File: src/rtl/tpf_pkg.sv
// ----------------------------------------------------------------------------
// tpf_pkg - shared types and constants of the threshold pulse finder
// Register map, field widths, reset values and the types passed between
// the classifier front end, the transaction queue and the pulse back end.
// ----------------------------------------------------------------------------
package tpf_pkg;

   // default build parameters
   localparam int WINDOW_SAMPLES_DEF = 4096;
   localparam int ADC_BITS_DEF       = 14;
   localparam int FRAC_BITS_DEF      = 4;

   // fixed fraction bits of the sigma factors
   localparam int SIGMA_FRAC = 4;

   // register widths
   localparam int THR_W      = 18;
   localparam int FACTOR_W   = 8;
   localparam int BASELINE_W = 18;
   localparam int PED_RMS_W  = 16;

   // result field widths
   localparam int IDX_OUT_W = 12;
   localparam int PEAK_W    = 19;
   localparam int AREA_W    = 36;

   // threshold level: mean plus the larger of the absolute and sigma terms
   localparam int PROD_W  = FACTOR_W + PED_RMS_W;
   localparam int ABS_SW  = THR_W + SIGMA_FRAC;
   localparam int LEVEL_W = ((ABS_SW > PROD_W) ? ABS_SW : PROD_W) + 1;

   // configuration port
   localparam int CSR_IDX_W  = 3;
   localparam int CSR_DATA_W = 18;

   localparam logic [CSR_IDX_W-1:0] CSR_START_ABS    = 3'd0;
   localparam logic [CSR_IDX_W-1:0] CSR_END_ABS      = 3'd1;
   localparam logic [CSR_IDX_W-1:0] CSR_START_FACTOR = 3'd2;
   localparam logic [CSR_IDX_W-1:0] CSR_END_FACTOR   = 3'd3;
   localparam logic [CSR_IDX_W-1:0] CSR_BASELINE     = 3'd4;
   localparam logic [CSR_IDX_W-1:0] CSR_PED_RMS      = 3'd5;

   // register reset values
   localparam logic [THR_W-1:0]      START_ABS_RST    = 18'd48;
   localparam logic [THR_W-1:0]      END_ABS_RST      = 18'd48;
   localparam logic [FACTOR_W-1:0]   START_FACTOR_RST = 8'd80;
   localparam logic [FACTOR_W-1:0]   END_FACTOR_RST   = 8'd80;
   localparam logic [BASELINE_W-1:0] BASELINE_RST     = 18'd0;
   localparam logic [PED_RMS_W-1:0]  PED_RMS_RST      = 16'd0;

   // depth of the queue between front and back
   localparam int QUEUE_DEPTH = 2;

   // width of a pedestal-subtracted sample
   function automatic int diff_width(input int adc_bits, input int frac_bits);
      int scaled_w;
      scaled_w = adc_bits + frac_bits;
      return ((scaled_w > BASELINE_W) ? scaled_w : BASELINE_W) + 1;
   endfunction

   // classified sample, apart from its pedestal-subtracted value
   typedef struct packed {
      logic                 ge_start;
      logic                 lt_end;
      logic                 last;
      logic [IDX_OUT_W-1:0] idx;
      logic [IDX_OUT_W-1:0] start_cand;
      logic [PEAK_W-1:0]    peak;
   } item_ctl_type;

   // queue status seen by both sides
   typedef struct packed {
      logic full;
      logic empty;
   } queue_stat_type;

endpackage

File: src/rtl/threshold_pulse_finder.sv
// ----------------------------------------------------------------------------
// threshold_pulse_finder - threshold pulse finder for one digitizer channel
// Path: a closing sample passes the stage register, the queue and the result register.
// Throughput: one sample per cycle unless a full queue or a result stall holds it.
// Reset: synchronous; registers return to their defaults, no pulse is open
// and the window index restarts at zero.
// ----------------------------------------------------------------------------
module threshold_pulse_finder #(
   parameter int WINDOW_SAMPLES = tpf_pkg::WINDOW_SAMPLES_DEF,
   parameter int ADC_BITS       = tpf_pkg::ADC_BITS_DEF,
   parameter int FRAC_BITS      = tpf_pkg::FRAC_BITS_DEF
) (
   input  logic                               clock,
   input  logic                               reset,
   input  logic                               req_valid,
   output logic                               req_stall,
   input  logic [ADC_BITS-1:0]                req_adc_sample,
   input  logic                               req_window_end,
   output logic                               rsp_valid,
   input  logic                               rsp_stall,
   output logic [tpf_pkg::IDX_OUT_W-1:0]      rsp_start_index,
   output logic [tpf_pkg::IDX_OUT_W-1:0]      rsp_end_index,
   output logic [tpf_pkg::IDX_OUT_W-1:0]      rsp_peak_index,
   output logic signed [tpf_pkg::PEAK_W-1:0]  rsp_peak_height,
   output logic signed [tpf_pkg::AREA_W-1:0]  rsp_pulse_area,
   input  logic                               csr_write_enable,
   input  logic [tpf_pkg::CSR_IDX_W-1:0]      csr_index,
   input  logic [tpf_pkg::CSR_DATA_W-1:0]     csr_write_data
);
   import tpf_pkg::*;

   localparam int DIFF_W = diff_width(ADC_BITS, FRAC_BITS);
   localparam int Q_W    = $bits(item_ctl_type) + DIFF_W;

   queue_stat_type           q_stat;
   logic                     q_push;
   logic                     q_pop;
   item_ctl_type             f_ctl;
   logic signed [DIFF_W-1:0] f_diff;
   logic [Q_W-1:0]           q_rd_data;
   item_ctl_type             b_ctl;
   logic signed [DIFF_W-1:0] b_diff;

   // classify incoming samples
   tpf_front #(
      .WINDOW_SAMPLES(WINDOW_SAMPLES),
      .ADC_BITS(ADC_BITS),
      .FRAC_BITS(FRAC_BITS)
   ) u_front (
      .clock(clock),
      .reset(reset),
      .req_valid(req_valid),
      .req_stall(req_stall),
      .req_adc_sample(req_adc_sample),
      .req_window_end(req_window_end),
      .csr_write_enable(csr_write_enable),
      .csr_index(csr_index),
      .csr_write_data(csr_write_data),
      .q_stat(q_stat),
      .push(q_push),
      .cls_ctl(f_ctl),
      .cls_diff(f_diff)
   );

   // decouple front and back
   tpf_queue #(
      .WIDTH(Q_W),
      .DEPTH(QUEUE_DEPTH)
   ) u_queue (
      .clock(clock),
      .reset(reset),
      .push(q_push),
      .wr_data({f_ctl, f_diff}),
      .pop(q_pop),
      .rd_data(q_rd_data),
      .stat(q_stat)
   );

   assign b_ctl  = q_rd_data[Q_W-1:DIFF_W];
   assign b_diff = signed'(q_rd_data[DIFF_W-1:0]);

   // track pulses and emit results
   tpf_back #(
      .DIFF_W(DIFF_W)
   ) u_back (
      .clock(clock),
      .reset(reset),
      .q_stat(q_stat),
      .pop(q_pop),
      .cls_ctl(b_ctl),
      .cls_diff(b_diff),
      .rsp_valid(rsp_valid),
      .rsp_stall(rsp_stall),
      .rsp_start_index(rsp_start_index),
      .rsp_end_index(rsp_end_index),
      .rsp_peak_index(rsp_peak_index),
      .rsp_peak_height(rsp_peak_height),
      .rsp_pulse_area(rsp_pulse_area)
   );

   // intake stalls only behind a full queue
   a_stall_needs_full: assert property (@(posedge clock) disable iff (reset)
      req_stall |-> q_stat.full)
      else $error("intake stalled while the queue had room");

   // a new result comes only from a popped transaction
   a_result_from_pop: assert property (@(posedge clock) disable iff (reset)
      $rose(rsp_valid) |-> $past(q_pop))
      else $error("result appeared without a queue pop");

   // peak is never negative
   a_peak_nonneg: assert property (@(posedge clock) disable iff (reset)
      rsp_valid |-> !rsp_peak_height[PEAK_W-1])
      else $error("negative peak height reported");

   // no positive sample means no peak index
   a_zero_peak_index: assert property (@(posedge clock) disable iff (reset)
      (rsp_valid && (rsp_peak_height == '0)) |-> (rsp_peak_index == '0))
      else $error("peak index set without a positive peak");

endmodule

File: src/rtl/tpf_front.sv
// ----------------------------------------------------------------------------
// tpf_front - sample intake and classifier
// Holds the registers and thresholds, counts samples in the window, and
// classifies each accepted sample against the start and end levels.
// ----------------------------------------------------------------------------
module tpf_front #(
   parameter int WINDOW_SAMPLES = tpf_pkg::WINDOW_SAMPLES_DEF,
   parameter int ADC_BITS       = tpf_pkg::ADC_BITS_DEF,
   parameter int FRAC_BITS      = tpf_pkg::FRAC_BITS_DEF
) (
   input  logic                                 clock,
   input  logic                                 reset,
   input  logic                                 req_valid,
   output logic                                 req_stall,
   input  logic [ADC_BITS-1:0]                  req_adc_sample,
   input  logic                                 req_window_end,
   input  logic                                 csr_write_enable,
   input  logic [tpf_pkg::CSR_IDX_W-1:0]        csr_index,
   input  logic [tpf_pkg::CSR_DATA_W-1:0]       csr_write_data,
   input  tpf_pkg::queue_stat_type              q_stat,
   output logic                                 push,
   output tpf_pkg::item_ctl_type                cls_ctl,
   output logic signed [tpf_pkg::diff_width(ADC_BITS, FRAC_BITS)-1:0] cls_diff
);
   import tpf_pkg::*;

   localparam int IDX_W   = $clog2(WINDOW_SAMPLES);
   localparam int SCALE_W = ADC_BITS + FRAC_BITS + SIGMA_FRAC;
   localparam int CMP_W   = (SCALE_W > LEVEL_W) ? SCALE_W : LEVEL_W;
   localparam int DIFF_W  = diff_width(ADC_BITS, FRAC_BITS);
   localparam logic [IDX_W-1:0] LAST_IDX = IDX_W'(WINDOW_SAMPLES - 1);
   localparam logic signed [DIFF_W-1:0] PEAK_HI = DIFF_W'((2 ** (PEAK_W - 1)) - 1);
   localparam logic signed [DIFF_W-1:0] PEAK_LO = DIFF_W'(-(2 ** (PEAK_W - 1)));

   logic [THR_W-1:0]      start_abs_ff;
   logic [THR_W-1:0]      end_abs_ff;
   logic [FACTOR_W-1:0]   start_factor_ff;
   logic [FACTOR_W-1:0]   end_factor_ff;
   logic [BASELINE_W-1:0] baseline_ff;
   logic [PED_RMS_W-1:0]  ped_rms_ff;
   logic [LEVEL_W-1:0]    start_level_ff;
   logic [LEVEL_W-1:0]    end_level_ff;

   logic [IDX_W-1:0]      idx_cnt_ff;
   logic                  stage_valid_ff;
   logic [ADC_BITS-1:0]   stage_adc_ff;
   logic                  stage_last_ff;
   logic [IDX_W-1:0]      stage_idx_ff;

   logic                  accept;
   logic                  win_last;
   logic [CMP_W-1:0]      scaled;
   logic signed [DIFF_W-1:0] diff;
   logic [IDX_W-1:0]      idx_dec;

   // threshold level from one absolute term and one sigma factor
   function automatic logic [LEVEL_W-1:0] level(input logic [THR_W-1:0] abs_thr,
                                                input logic [FACTOR_W-1:0] factor,
                                                input logic [BASELINE_W-1:0] mean,
                                                input logic [PED_RMS_W-1:0] rms);
      logic [PROD_W-1:0]  prod;
      logic [LEVEL_W-1:0] abs_s;
      logic [LEVEL_W-1:0] sig_s;
      prod  = PROD_W'(factor) * PROD_W'(rms);
      abs_s = LEVEL_W'(abs_thr) << SIGMA_FRAC;
      sig_s = LEVEL_W'(prod);
      return (LEVEL_W'(mean) << SIGMA_FRAC) + ((abs_s > sig_s) ? abs_s : sig_s);
   endfunction

   // write configuration registers
   always_ff @(posedge clock) begin
      if (reset) begin
         start_abs_ff    <= START_ABS_RST;
         end_abs_ff      <= END_ABS_RST;
         start_factor_ff <= START_FACTOR_RST;
         end_factor_ff   <= END_FACTOR_RST;
         baseline_ff     <= BASELINE_RST;
         ped_rms_ff      <= PED_RMS_RST;
      end else if (csr_write_enable) begin
         case (csr_index)
            CSR_START_ABS:    start_abs_ff    <= csr_write_data[THR_W-1:0];
            CSR_END_ABS:      end_abs_ff      <= csr_write_data[THR_W-1:0];
            CSR_START_FACTOR: start_factor_ff <= csr_write_data[FACTOR_W-1:0];
            CSR_END_FACTOR:   end_factor_ff   <= csr_write_data[FACTOR_W-1:0];
            CSR_BASELINE:     baseline_ff     <= csr_write_data[BASELINE_W-1:0];
            CSR_PED_RMS:      ped_rms_ff      <= csr_write_data[PED_RMS_W-1:0];
            default: ;
         endcase
      end
   end

   // recompute levels every cycle; a sample is compared while it sits in the stage register
   always_ff @(posedge clock) begin
      start_level_ff <= level(start_abs_ff, start_factor_ff, baseline_ff, ped_rms_ff);
      end_level_ff   <= level(end_abs_ff, end_factor_ff, baseline_ff, ped_rms_ff);
   end

   // intake handshake: hold while the stage is occupied and the queue is full
   assign req_stall = stage_valid_ff && q_stat.full;
   assign accept    = req_valid && !req_stall;
   assign push      = stage_valid_ff && !q_stat.full;
   assign win_last  = req_window_end || (idx_cnt_ff == LAST_IDX);

   // advance stage valid and window index
   always_ff @(posedge clock) begin
      if (reset) begin
         stage_valid_ff <= 1'b0;
         idx_cnt_ff     <= '0;
      end else begin
         if (accept) begin
            stage_valid_ff <= 1'b1;
         end else if (push) begin
            stage_valid_ff <= 1'b0;
         end
         if (accept) begin
            idx_cnt_ff <= win_last ? '0 : idx_cnt_ff + IDX_W'(1);
         end
      end
   end

   // capture the sample
   always_ff @(posedge clock) begin
      if (accept) begin
         stage_adc_ff  <= req_adc_sample;
         stage_last_ff <= win_last;
         stage_idx_ff  <= idx_cnt_ff;
      end
   end

   // classify against the levels and subtract the pedestal
   assign scaled  = CMP_W'(stage_adc_ff) << (FRAC_BITS + SIGMA_FRAC);
   assign diff    = signed'(DIFF_W'(stage_adc_ff) << FRAC_BITS) - signed'(DIFF_W'(baseline_ff));
   assign idx_dec = stage_idx_ff - IDX_W'(1);

   always_comb begin
      cls_ctl.ge_start = scaled >= CMP_W'(start_level_ff);
      cls_ctl.lt_end   = scaled < CMP_W'(end_level_ff);
      cls_ctl.last     = stage_last_ff;
      cls_ctl.idx      = IDX_OUT_W'(stage_idx_ff);
      // step the start back one sample unless that would reach zero
      if ({1'b0, stage_idx_ff} >= (IDX_W + 1)'(2)) begin
         cls_ctl.start_cand = IDX_OUT_W'(idx_dec);
      end else begin
         cls_ctl.start_cand = IDX_OUT_W'(stage_idx_ff);
      end
      // clamp to the peak field range
      if (diff > PEAK_HI) begin
         cls_ctl.peak = PEAK_HI[PEAK_W-1:0];
      end else if (diff < PEAK_LO) begin
         cls_ctl.peak = PEAK_LO[PEAK_W-1:0];
      end else begin
         cls_ctl.peak = diff[PEAK_W-1:0];
      end
   end

   assign cls_diff = diff;

endmodule

File: src/rtl/tpf_queue.sv
// ----------------------------------------------------------------------------
// tpf_queue - short transaction queue
// Register-based FIFO that lets the classifier and the pulse back end
// stall independently.
// ----------------------------------------------------------------------------
module tpf_queue #(
   parameter int WIDTH = 8,
   parameter int DEPTH = tpf_pkg::QUEUE_DEPTH
) (
   input  logic                    clock,
   input  logic                    reset,
   input  logic                    push,
   input  logic [WIDTH-1:0]        wr_data,
   input  logic                    pop,
   output logic [WIDTH-1:0]        rd_data,
   output tpf_pkg::queue_stat_type stat
);
   import tpf_pkg::*;

   localparam int PTR_W = (DEPTH > 1) ? $clog2(DEPTH) : 1;
   localparam int CNT_W = $clog2(DEPTH + 1);
   localparam logic [PTR_W-1:0] PTR_LAST = PTR_W'(DEPTH - 1);
   localparam logic [CNT_W-1:0] CNT_FULL = CNT_W'(DEPTH);

   logic [WIDTH-1:0] entry_ff [DEPTH];
   logic [PTR_W-1:0] wr_ptr_ff;
   logic [PTR_W-1:0] rd_ptr_ff;
   logic [CNT_W-1:0] count_ff;
   logic             do_push;
   logic             do_pop;

   assign stat.full  = count_ff == CNT_FULL;
   assign stat.empty = count_ff == '0;
   assign do_push    = push && !stat.full;
   assign do_pop     = pop && !stat.empty;
   assign rd_data    = entry_ff[rd_ptr_ff];

   // store the pushed transaction
   always_ff @(posedge clock) begin
      if (do_push) begin
         entry_ff[wr_ptr_ff] <= wr_data;
      end
   end

   // advance pointers and track the fill level
   always_ff @(posedge clock) begin
      if (reset) begin
         wr_ptr_ff <= '0;
         rd_ptr_ff <= '0;
         count_ff  <= '0;
      end else begin
         if (do_push) begin
            wr_ptr_ff <= (wr_ptr_ff == PTR_LAST) ? '0 : wr_ptr_ff + PTR_W'(1);
         end
         if (do_pop) begin
            rd_ptr_ff <= (rd_ptr_ff == PTR_LAST) ? '0 : rd_ptr_ff + PTR_W'(1);
         end
         if (do_push && !do_pop) begin
            count_ff <= count_ff + CNT_W'(1);
         end else if (do_pop && !do_push) begin
            count_ff <= count_ff - CNT_W'(1);
         end
      end
   end

endmodule

File: src/rtl/tpf_back.sv
// ----------------------------------------------------------------------------
// tpf_back - pulse tracker and result register
// Opens and closes pulses from classified samples, accumulates area and
// peak, and presents one result transaction per closed pulse.
// ----------------------------------------------------------------------------
module tpf_back #(
   parameter int DIFF_W = 19
) (
   input  logic                                clock,
   input  logic                                reset,
   input  tpf_pkg::queue_stat_type             q_stat,
   output logic                                pop,
   input  tpf_pkg::item_ctl_type               cls_ctl,
   input  logic signed [DIFF_W-1:0]            cls_diff,
   output logic                                rsp_valid,
   input  logic                                rsp_stall,
   output logic [tpf_pkg::IDX_OUT_W-1:0]       rsp_start_index,
   output logic [tpf_pkg::IDX_OUT_W-1:0]       rsp_end_index,
   output logic [tpf_pkg::IDX_OUT_W-1:0]       rsp_peak_index,
   output logic signed [tpf_pkg::PEAK_W-1:0]   rsp_peak_height,
   output logic signed [tpf_pkg::AREA_W-1:0]   rsp_pulse_area
);
   import tpf_pkg::*;

   localparam logic signed [AREA_W-1:0] AREA_HI = {1'b0, {(AREA_W - 1){1'b1}}};
   localparam logic signed [AREA_W-1:0] AREA_LO = {1'b1, {(AREA_W - 1){1'b0}}};

   logic                     in_pulse_ff;
   logic [IDX_OUT_W-1:0]     start_ff;
   logic [IDX_OUT_W-1:0]     max_idx_ff;
   logic signed [PEAK_W-1:0] max_height_ff;
   logic signed [AREA_W-1:0] area_ff;

   logic                     in_pulse_in;
   logic [IDX_OUT_W-1:0]     start_in;
   logic [IDX_OUT_W-1:0]     max_idx_in;
   logic signed [PEAK_W-1:0] max_height_in;
   logic signed [AREA_W-1:0] area_in;

   logic                     rsp_valid_ff;
   logic [IDX_OUT_W-1:0]     rsp_start_ff;
   logic [IDX_OUT_W-1:0]     rsp_end_ff;
   logic [IDX_OUT_W-1:0]     rsp_peak_idx_ff;
   logic signed [PEAK_W-1:0] rsp_peak_ff;
   logic signed [AREA_W-1:0] rsp_area_ff;

   logic                     fire;
   logic                     open_now;
   logic                     close_now;
   logic                     stay;
   logic                     keep;
   logic                     emit;
   logic [IDX_OUT_W-1:0]     pulse_start;
   logic signed [AREA_W:0]   sum;
   logic signed [AREA_W-1:0] area_acc;
   logic signed [PEAK_W-1:0] peak_new;
   logic                     bigger;
   logic [IDX_OUT_W-1:0]     max_idx_acc;
   logic signed [PEAK_W-1:0] max_height_acc;

   // take a transaction when the result register is free or draining
   assign fire = !q_stat.empty && (!rsp_valid_ff || !rsp_stall);
   assign pop  = fire;

   // pulse decisions for the sample at the queue head
   assign open_now    = in_pulse_ff || cls_ctl.ge_start;
   assign pulse_start = in_pulse_ff ? start_ff : cls_ctl.start_cand;
   assign close_now   = open_now && cls_ctl.lt_end;
   assign stay        = open_now && !cls_ctl.lt_end;
   assign keep        = stay && !cls_ctl.last;
   assign emit        = close_now || (stay && cls_ctl.last);

   // saturating area and running peak
   assign sum = (AREA_W + 1)'(area_ff) + (AREA_W + 1)'(cls_diff);
   always_comb begin
      if (sum[AREA_W] != sum[AREA_W-1]) begin
         area_acc = sum[AREA_W] ? AREA_LO : AREA_HI;
      end else begin
         area_acc = sum[AREA_W-1:0];
      end
   end

   assign peak_new       = signed'(cls_ctl.peak);
   assign bigger         = peak_new > max_height_ff;
   assign max_height_acc = bigger ? peak_new : max_height_ff;
   assign max_idx_acc    = bigger ? cls_ctl.idx : max_idx_ff;

   // next pulse state: hold an open pulse, otherwise clear
   always_comb begin
      in_pulse_in   = keep;
      start_in      = keep ? pulse_start : '0;
      max_idx_in    = keep ? max_idx_acc : '0;
      max_height_in = keep ? max_height_acc : '0;
      area_in       = keep ? area_acc : '0;
   end

   always_ff @(posedge clock) begin
      if (reset) begin
         in_pulse_ff   <= 1'b0;
         start_ff      <= '0;
         max_idx_ff    <= '0;
         max_height_ff <= '0;
         area_ff       <= '0;
      end else if (fire) begin
         in_pulse_ff   <= in_pulse_in;
         start_ff      <= start_in;
         max_idx_ff    <= max_idx_in;
         max_height_ff <= max_height_in;
         area_ff       <= area_in;
      end
   end

   // result valid: set on emit, drop once taken
   always_ff @(posedge clock) begin
      if (reset) begin
         rsp_valid_ff <= 1'b0;
      end else if (fire) begin
         rsp_valid_ff <= emit;
      end else if (!rsp_stall) begin
         rsp_valid_ff <= 1'b0;
      end
   end

   // result payload: a closing sample reports the totals before it, a window-end sample still in the pulse is included
   always_ff @(posedge clock) begin
      if (fire && emit) begin
         rsp_start_ff <= pulse_start;
         rsp_end_ff   <= cls_ctl.idx;
         if (close_now) begin
            rsp_peak_idx_ff <= max_idx_ff;
            rsp_peak_ff     <= max_height_ff;
            rsp_area_ff     <= area_ff;
         end else begin
            rsp_peak_idx_ff <= max_idx_acc;
            rsp_peak_ff     <= max_height_acc;
            rsp_area_ff     <= area_acc;
         end
      end
   end

   assign rsp_valid       = rsp_valid_ff;
   assign rsp_start_index = rsp_start_ff;
   assign rsp_end_index   = rsp_end_ff;
   assign rsp_peak_index  = rsp_peak_idx_ff;
   assign rsp_peak_height = rsp_peak_ff;
   assign rsp_pulse_area  = rsp_area_ff;

endmodule

File: config.mk
export PLATFORM = sky130hd
export DESIGN_NAME = threshold_pulse_finder
export DESIGN_NICKNAME = d
export VERILOG_FILES = /design/src/rtl/tpf_pkg.sv /design/src/rtl/threshold_pulse_finder.sv /design/src/rtl/tpf_front.sv /design/src/rtl/tpf_queue.sv /design/src/rtl/tpf_back.sv
export SDC_FILE = /design/constraint.sdc
export NUM_CORES = 2
export LEC_CHECK = 0
export BUFFER_PORTS_ARGS = -buffer_cell sky130_fd_sc_hd__buf_4
export CORE_UTILIZATION = 35
export DETAILED_ROUTE_END_ITERATION = 8
export GPL_TIMING_DRIVEN = 1
export PLACE_DENSITY = 0.58
export SYNTH_ARGS = -nofsm -noshare
export SYNTH_HDL_FRONTEND = slang
export SYNTH_SLANG_ARGS = --single-unit
File: constraint.sdc
create_clock -name clock -period 14.55 [get_ports clock]
set_input_delay 0.7275 -clock clock [delete_from_list [all_inputs] [get_ports clock]]
set_output_delay 0.7275 -clock clock [all_outputs]
set_load 0.03 [all_outputs]
==> impl_metrics.yaml <==
outcome:
  status: "complete, no violations"
cts:
  htreeDepth: 2
  cts_sinks: 483
  cts.path.max_buffers: 3
  cts_tree: "done"
  clock_latency_ps: 640
  cts_resized: 0
  cts_buffers: 55
  clk_pin_slew_ps: 60
  cts_hold_buf: 0
  clock-root-buffer: "clkbuf_16"
  cts_setup_buffers: 0
setup_path:
  start_kind: "flop"
  critPathKind: "flop to flop"
  end_kind: "flop"
  crit_arrival_ps: 10090
  crit_fanout: 22
  slowest_delay_ps: 680
  critical_path.slowest_cell: "dfxtp_1"
  required_ps: 15060
logic_synthesis:
  synth_area_leaders: "edfxtp_1 (23%), dfxtp_1 (15%), fa_1 (11%)"
  postSynthCellCount: 3237
  async_reset_ff_share_pct: 0
  synth_seq_area_share_pct: 38.0
  synth_area_um2: 32000
  synth_cell_types: 84
  synth_nets: 3711
  avgSynthCellArea_um2: 9.89
  synthFlopType: "edfxtp_1"
  yosysMostFrequentCell: "nand2_1"
  synth_seq_cells: 483
  synth.top_cell.area_share_pct: 23.3
  yosysWarningCount: 0
  synth_area_leader_cell: "edfxtp_1"
  yosys-top-cells-count: "nand2_1 (378), inv_1 (332), ha_1 (262)"
  synth_edf_count: 248
final_layout:
  n_antenna_cell: 0
  fin_util_pct: 40.1
  final_layout_size_suffix_gt1_share_pct: 10.8
  multi_input_area_um2: 18100
  seq_area_um2: 12200
  fin_cells: 4546
  layout.nets: 3797
  nFillCells: 8836
  syn_to_final_growth_pct: 13.0
sta:
  hold_viol: 0
  finalCriticalPeriod_ps: 9580
  hold_slack_ps: 261
  tns_ps: 0
  drv_slew: 0
  final-setup-viol-count: 0
  min_period_over_period_pct: 65.8
  fmax_ghz: 0.104
  tightest_slew_ps: 1150
  finalClockSkew_ps: 74.0
  slew_headroom_pct: 23.1
  rsz0062_at_grt: "false"
pwr:
  p_total_uw: 4700
  internal_power_uw: 3120
  p_leak_uw: 0.0153
  comb_power_share_pct: 30.6
  netSwitchingFraction_pct: 33.7
  seq_power_share_pct: 37.0
  max-vdd-ir-drop_v: 0.000135
  power.switching_uw: 1590
  power_density_nw_per_um2: 130
  power_frac_clock_pct: 32.4
route:
  wl_um: 78700
  via_count: 22700
  drtPass1Iterations: 5
  drt_iter0_drc: 1318
  routedWlPerCell_um: 17.3
  via_per_inst: 5.00
  drcViolationCount: 0
  ant_nets: 0
placement:
  io_buffers: 133
  place_inst: 4442
  place_congestion: 0.853
  hpwl_um: 58700
die:
  num_rows: 110
  io_pins: 134
  core_region_area_um2: 90300
  start_util_pct: 35.4
  die_height_um: 304
  dieArea_um2: 92600
  die_w_um: 304
worst_hold_path:
  min_path_type: "input pin to flop"
global_routing:
  grt_max_degree: 91
  grt_overflow: 0
  antenna_found_initial: 0
  track_usage_pct: 16.8
  grt_pass1_vias: 22200
  grt_first_pass_wirelength_um: 125000
run:
  maxCapViolations: 0
==> worst paths after layout <==
kind              cells past startpoint                          to                  startpoint  slack [ps]
setup / recovery                     39  u_front.start_level_ff[24]  u_front.start_factor_ff[6]        4970
setup reg to reg                     39  u_front.start_level_ff[24]  u_front.start_factor_ff[6]        4970
hold reg to reg                       0     u_queue.entry_ff[1][62]       u_front.stage_last_ff         460
hold / removal                        1    u_front.stage_adc_ff[12]          req_adc_sample[12]         260
==> power by group through the flow <==
stage | logic (uW) | registers, uW | clock network (uW)
detailed placement | 1450 | 1770 | 0
floorplan | 918 | 1880 | 0
global placement | 1440 | 1770 | 0
CTS | 1460 | 1740 | 1570
finish | 1440 | 1740 | 1520
global route | 1580 | 1750 | 1620
==> critical path: cells and delay by family (launching register included) <==
family,cells,cell delay (ps)
simple gates,8,910
fa+ha+maj,7,3070
compound gates,18,4100
flops,1,680
mux,1,170
xor+xnor,1,100
buf+inv,4,420
==> cells in the final DEF, fill, tap and decap left out, types with 10 or more instances in the layout <==
cell       Yosys  final
a21oi_1      239    239
o21ai_0       92     91
nor3_1        37     36
nor4_1        14     13
a211oi_1      16     16
mux2_2        61     61
buf_4          3    153
a21oi_2       16     16
o211ai_1      12     12
bufinv_16      0     11
or3_1         16     16
nand2b_1      25     25
nand4_1       17     17
a22o_1        10     10
o21bai_1      19     19
nor2b_1       27     26
nor2_1       167    166
and3_1        13     12
ha_1         262    262
clkinv_2       0     13
clkbuf_16      0     56
nand2_1      378    378
fa_1         171    171
edfxtp_1     248    248
a32o_1        31     31
a31oi_1       15     15
nand3_1       23     23
o21ai_1       27     26
a22oi_1       15     15
o21a_1        23     23
mux2i_1       57     57
dfxtp_1      235    234
xor2_1        63     63
and2_1       206    206
a21o_1        56     56
xnor2_1       85     85
inv_1        332    331
==> final cells by class <==
type,count,share of cell area (%)
multi-input combinational,2298,50.1
sequential,483,33.6
clock buffer,70,4.16
tap,1176,4.07
inverter,332,3.45
timing repair buffer,153,3.18
clock inverter,34,1.48
==> state kept, by name (all words and copies together), names as in the netlist, 14 cells and up, named ones only <==
signal / flops
u_queue.entry_ff: 130
u_back.area_ff: 36
u_back.rsp_pulse_area: 36
u_front.end_level_ff: 25
u_front.start_level_ff: 25
u_back.max_height_ff: 19
u_back.rsp_peak_height: 19
u_front.baseline_ff: 18
u_front.end_abs_ff: 18
u_front.start_abs_ff: 18
u_front.ped_rms_ff: 16
u_front.stage_adc_ff: 14
==> metrics by stage <==
step,worst slack (ps),cell area (um^2)
after floorplan,5970,32000
after global placement,5240,34100
after detailed placement,5060,34100
after CTS,4980,36200
after global routing,4160,36200
final,4970,36200
==> per-layer routing <==
layer	global-route usage (%)	share of wire, %	routed length, um	vias to the layer above
met3	2.69	4.9	3870	85
met2	26.9	45	35400	489
met1	23.7	48	37800	10900
li1	-	-	-	11300
met4	3.95	2.1	1660	0
met5	0	0	0	-
==> logic make-up (layout without fill, tap and decap cells) <==
| kind of cell | count (synthesis) | count (layout) | share of synthesized area [%] |
|---|---|---|---|
| flops | 483 | 483 | 38.0 |
| compound gates | 641 | 641 | 13.1 |
| simple gates | 955 | 955 | 14.3 |
| mux | 121 | 121 | 4.04 |
| buf+inv | 456 | 589 | 5.58 |
| xor+xnor | 148 | 148 | 4.05 |
| fa+ha+maj | 433 | 433 | 20.9 |
No activity file was read; power rests on OpenSTA's default activity.
